==> src/hdl/cct_pkg.sv <==
// Shared constants and widths for the circle collision test block.
package cct_pkg;

  // Field formats
  localparam int COORD_BITS     = 24;  // signed Q15.8 coordinates
  localparam int TRIG_FRAC_BITS = 14;  // fraction bits of cos/sin
  localparam int TRIG_BITS      = 16;
  localparam int RAD_BITS       = 20;  // unsigned Q12.8 radius
  localparam int EXT_BITS       = 21;  // unsigned Q13.8 box extent

  // Datapath widths
  localparam int DIFF_W   = COORD_BITS + 1;            // signed centre offset
  localparam int MAG_W    = DIFF_W;                    // |offset|
  localparam int PROD_W   = DIFF_W + TRIG_BITS;        // offset * trig
  localparam int SUM_W    = PROD_W + 1;                // rotated sum
  localparam int ROUND_W  = SUM_W + 2 - TRIG_FRAC_BITS; // rotated magnitude at Q.9
  localparam int RS_W     = RAD_BITS + 1;              // summed radii / doubled radius
  localparam int LIM_W    = ((EXT_BITS > RS_W) ? EXT_BITS : RS_W) + 1; // extent + radius
  localparam int SQ_W     = RS_W;                      // square operand width
  localparam int SQP_W    = 2 * SQ_W;                  // square width
  localparam int SQS_W    = SQP_W + 1;                 // sum of two squares
  localparam int CCMP_W   = (MAG_W > RS_W) ? MAG_W : RS_W;
  localparam int BCMP_W   = (ROUND_W > LIM_W) ? ROUND_W : LIM_W;

  // Stream widths
  localparam int IN_BITS    = 4 * COORD_BITS + RAD_BITS + 2 * TRIG_BITS + 2 * EXT_BITS;
  localparam int S_TDATA_W  = ((IN_BITS + 7) / 8) * 8;
  localparam int M_TDATA_W  = 8;

  // Configuration port
  localparam int                    CFG_ADDR_W   = 3;
  localparam int                    CFG_DATA_W   = 32;
  localparam logic                  REG_RADIUS   = 1'b0;  // paddr[2] of circle_radius
  localparam logic [RAD_BITS-1:0]   RADIUS_RESET = RAD_BITS'(2560);

  // Operation codes
  typedef enum logic {
    OP_CIRCLE = 1'b0,
    OP_BOX    = 1'b1
  } op_t;

endpackage

==> src/hdl/cct_cfg_regs.sv <==
// APB-style register file holding the circle radius.
module cct_cfg_regs (
  input  logic                              clk,
  input  logic                              rst,
  input  logic                              psel,
  input  logic                              penable,
  input  logic                              pwrite,
  input  logic [cct_pkg::CFG_ADDR_W-1:0]    paddr,
  input  logic [cct_pkg::CFG_DATA_W-1:0]    pwdata,
  output logic [cct_pkg::CFG_DATA_W-1:0]    prdata,
  output logic                              pready,
  output logic [cct_pkg::RAD_BITS-1:0]      circle_radius
);
  import cct_pkg::*;

  logic wr_en;
  logic sel_radius;

  assign pready     = 1'b1;
  assign sel_radius = (paddr[2] == REG_RADIUS);
  assign wr_en      = psel & penable & pwrite & pready & sel_radius;

  always_ff @(posedge clk) begin
    if (rst) begin
      circle_radius <= RADIUS_RESET;
    end else if (wr_en) begin
      circle_radius <= pwdata[RAD_BITS-1:0];
    end
  end

  assign prdata = sel_radius ? CFG_DATA_W'(circle_radius) : '0;

endmodule

==> config.mk <==
export PLATFORM = sky130hd
export DESIGN_NAME = cct_cfg_regs
export DESIGN_NICKNAME = d
export VERILOG_FILES = /design/src/hdl/cct_pkg.sv /design/src/hdl/cct_cfg_regs.sv
export SDC_FILE = /design/constraint.sdc
export NUM_CORES = 1
export LEC_CHECK = 0
export BUFFER_PORTS_ARGS = -buffer_cell sky130_fd_sc_hd__clkbuf_2
export CAP_MARGIN = 25
export CORE_AREA = 2 2 60 73
export CTS_CLUSTER_SIZE = 40
export DETAILED_ROUTE_END_ITERATION = 12
export DIE_AREA = 0 0 62 75
export PLACE_DENSITY = 0.65
export SLEW_MARGIN = 20
export SYNTH_ARGS = -nofsm -noshare
export SYNTH_HDL_FRONTEND = slang
export SYNTH_SLANG_ARGS = --single-unit
==> constraint.sdc <==
create_clock -name clk -period 1.06 [get_ports clk]
set_input_delay 0.053 -clock clk [delete_from_list [all_inputs] [get_ports clk]]
set_output_delay 0.053 -clock clk [all_outputs]
set_load 0.05 [all_outputs]
Yosys cells after proc, flatten, opt, wreduce, memory -nomap -nowiden
Index checks and enable logic that the tools add are counted.
Widths: inputs -> output; s select.
{"block": "op_classes", "muxes": 1, "bitwise_logic": 4}
{"cell": "$mux 20", "n": 1}
{"cell": "$and 1x1->1", "n": 3}
{"cell": "$not 1->1", "n": 1}
{"block": "totals", "ff_bits": 20, "in_bits": 40, "output_inout_bits": 53, "elab_cells": 6}

Longest topological paths before layout
{"block": "depth", "ltp_word": 3, "ltp_mapped": 4, "mapped_depth_nobuf": 2}

Worst setup path after synthesis
OpenSTA, ideal clock, no wires.
{"block": "synth_timing", "path_kind": "flip-flop to output port", "startpoint": "reg circle_radius[0] (netlist bit)", "endpoint": "out prdata[0] (netlist bit)", "t_arrival_ps": 1410, "required_ps": 1007, "setup_slack_ps": -403, "path_stages_with_launch": 2, "path_buffers": 0, "cell_sequence": "dfxtp_1 nor2b_1"}
{"block": "synth_between", "elab_chain_cells": 1}
{"element": "from (decl)", "line": "cct_cfg_regs.sv:12", "source": "output logic [cct_pkg::RAD_BITS-1:0] circle_radius"}
{"element": "from (signal assigned)", "line": "cct_cfg_regs.sv:27", "source": "circle_radius <= pwdata[RAD_BITS-1:0];"}
{"element": "$mux 20", "line": "cct_cfg_regs.sv:31", "source": "assign prdata = sel_radius ? CFG_DATA_W'(circle_radius) : '0;"}
{"element": "to (decl)", "line": "cct_cfg_regs.sv:10", "source": "output logic [cct_pkg::CFG_DATA_W-1:0] prdata,"}
No other way between the ends.

Worst setup path after layout
{"block": "layout_timing", "startpoint": "reg circle_radius[1] (netlist bit)", "endpoint": "out prdata[1] (netlist bit)"}
The elaborated chain is that of the path after synthesis.

==> flow_metrics.env <==
export IMPL_final_cell_mix="clkbuf_2, nand2b_1, nor2b_4, mux2i_1, dfxtp_2"
export IMPL_top_regs="circle_radius: 20 flops"
export IMPL_cp_cell_sequence="nor2b_4 > buf_2"
export IMPL_core_mm2=0.00391
export IMPL_ys_seq_area_share_pct=34.7
export IMPL_synth_avg_cell_area_um2=9.24
export IMPL_rows=25
export IMPL_setup_viol=0
export IMPL_area_growth_pct=50.4
export IMPL_ys_warn_count=0
export IMPL_cp_required_ns=1.01
export IMPL_antenna_found_initial=0
export IMPL_post_cts_buffers=0
export IMPL_first_pass_iters=3
export IMPL_ir_drop_uv=365
export IMPL_slowest_stage="dfxtp_2"
export IMPL_grt_max_degree=41
export IMPL_setup_ws_ns=0.0429
export IMPL_ys_ff_latch=20
export IMPL_arrival_ns=0.96
export IMPL_crit_fanout=3
export IMPL_avgViaCountPerCell=3.98
export IMPL_die_w_um=62
export IMPL_wl_per_cell_um=10.6
export IMPL_dpl_worst_slack_ns=0.108
export IMPL_vias=954
export IMPL_antenna_left=0
export IMPL_first_iter_violations=22
export IMPL_cts_resized=7
export IMPL_drt_wl_total_um=2530
export IMPL_fin_skew_ns=0
export IMPL_pwr_density_cell_mw_per_mm2=986
export IMPL_fillCellCount=385
export IMPL_slowest_delay_ns=0.34
export IMPL_dp_hpwl_um=1900
export IMPL_grt_pass1_wl_um=3420
export IMPL_port_buffers=65
export IMPL_min_delay_start="pwdata[13]"
export IMPL_drc=0
export IMPL_pin_count=93
export IMPL_layout_drive_gt1_share_pct=60.2
export IMPL_seqCellArea_um2=425
export IMPL_hold_viol_final=0
export IMPL_period_share_pct=96.0
export IMPL_dieArea_mm2=0.00465
export IMPL_cts_buffers=3
export IMPL_r2r_start="circle_radius[9]"
export IMPL_clock_sinks=20
export IMPL_cap_violations=0
export IMPL_worst_skew_pair_late_latency_ns=0.25
export IMPL_regMostFlops="circle_radius"
export IMPL_grt_overflow=0
export IMPL_insertedDiodeCount=0
export IMPL_r2r_end="circle_radius[9]"
export IMPL_status="complete, no violations"
export IMPL_fmax_mhz=983
export IMPL_path_class="flop to output port"
export IMPL_synth_top_area_share_pct=34.7
export IMPL_totalPowerFinal_mw=1.71
export IMPL_final_cells=240
export IMPL_endpoint_kind="output port"
export IMPL_largest_reg_flops=20
export IMPL_yosys_area_top_type="dfxtp_1"
export IMPL_start_kind="flop"
export IMPL_min_path_cells=3
export IMPL_reg2reg_depth=2
export IMPL_grt_pass1_vias=795
export IMPL_nets=228
export IMPL_cts_tree="built"
export IMPL_synth_area_leaders="dfxtp_1, nand2b_1, mux2i_1"
export IMPL_finalMaxSlewViolations=0
export IMPL_syn_area_mm2=0.00115
export IMPL_tns_ns=0
export IMPL_die_h_um=75
export IMPL_start_util_pct=29.5
export IMPL_cts_buffer_depth=2
export IMPL_h_tree_depth=1
export IMPL_hold_buffers=0
export IMPL_synthCells=125
export IMPL_min_period_ns=1.02
export IMPL_p_leak_nw=0.749
export IMPL_multiInputGateArea_um2=774
export IMPL_post_route_util_pct=44.4
export IMPL_reg2reg_slack_ns=0.46
export IMPL_final_common_cell="clkbuf_2"
export IMPL_placed_cells=237
export IMPL_clkTransAtPathRegs_ns=0.07
export IMPL_cts_root_buf="clkbuf_8"
export IMPL_grt_usage_pct=9.80
export IMPL_rsz0062_at_grt="no"
export IMPL_min_to="circle_radius[13]"
export IMPL_synth_cell_types=11
export IMPL_gp_congestion=0.648
export IMPL_min_delay_path_class="input port to flop"
[cells by family (layout without fill, tap and decap cells)]
kind of cell	count (synthesis)	after routing	share of synthesized area, %
mux	20	20	17.3
simple gates	61	61	32.5
buf+inv	22	72	14.8
other cells	2	13	0.650
flops	20	20	34.7
[per-stage QoR]
| step | cell area [µm²] | hold slack (ns) |
|---|---|---|
| global route | 1740 | 0.0236 |
| finish | 1740 | 0.0274 |
| global placement | 1650 | 0.293 |
| detailed placement | 1650 | 0.298 |
| floorplan | 1370 | 0.201 |
| CTS | 1710 | 0.0226 |
[synthesized netlist by cell type]
| library cell | instances |
|---|---|
| nor2_1 | 4 |
| mux2i_1 | 20 |
| nor2b_1 | 20 |
| and4b_1 | 1 |
| nand2b_1 | 36 |
| dfxtp_1 | 20 |
| buf_6 | 1 |
| conb_1 | 2 |
| buf_12 | 2 |
| buf_4 | 13 |
| clkbuf_1 | 6 |
[power breakdown]
part / internal [mW] / total [mW] / switching (mW) / leakage [nW]
Combinational: 0.138 / 0.442 / 0.304 / 0.557
Sequential: 0.771 / 0.784 / 0.0130 / 0.170
Clock: 0.252 / 0.486 / 0.234 / 0.0216
Total: 1.16 / 1.71 / 0.551 / 0.749
[how the worst max path moves through the flow]
stage / startpoint / endpoint / slack (ns)
2_1_floorplan: circle_radius[0] / prdata[0] / 0.15
3_3_place_gp: paddr[2] / circle_radius[12] / 0.13
3_5_place_dp: paddr[2] / circle_radius[15] / 0.11
4_1_cts: circle_radius[19] / prdata[19] / 0.003
6_report: circle_radius[1] / prdata[1] / 0.04
5_1_grt: circle_radius[8] / prdata[8] / 0.003
[per-layer routing]
metal	share of wire, %	track usage [%]	up-vias
met4	0.51	4.26	0
met2	52	16.7	39
met3	7.3	2.23	2
li1	-	-	485
met1	40	11.5	428
met5	0	0	-
[critical path: cells and delay by family, from the launching register on]
family	cells	cell delay, ns
and+or+nand+nor	1	0.12
buffers and inverters	1	0.26
DFF	1	0.34
[layout make-up]
cell class	count	area share, %
clock buffers	3	2.38
multi-input cells	94	44.6
flip-flops and latches	20	24.5
well taps	54	3.89
repair buffers	69	24.6
(Power assumes the default switching activity.)
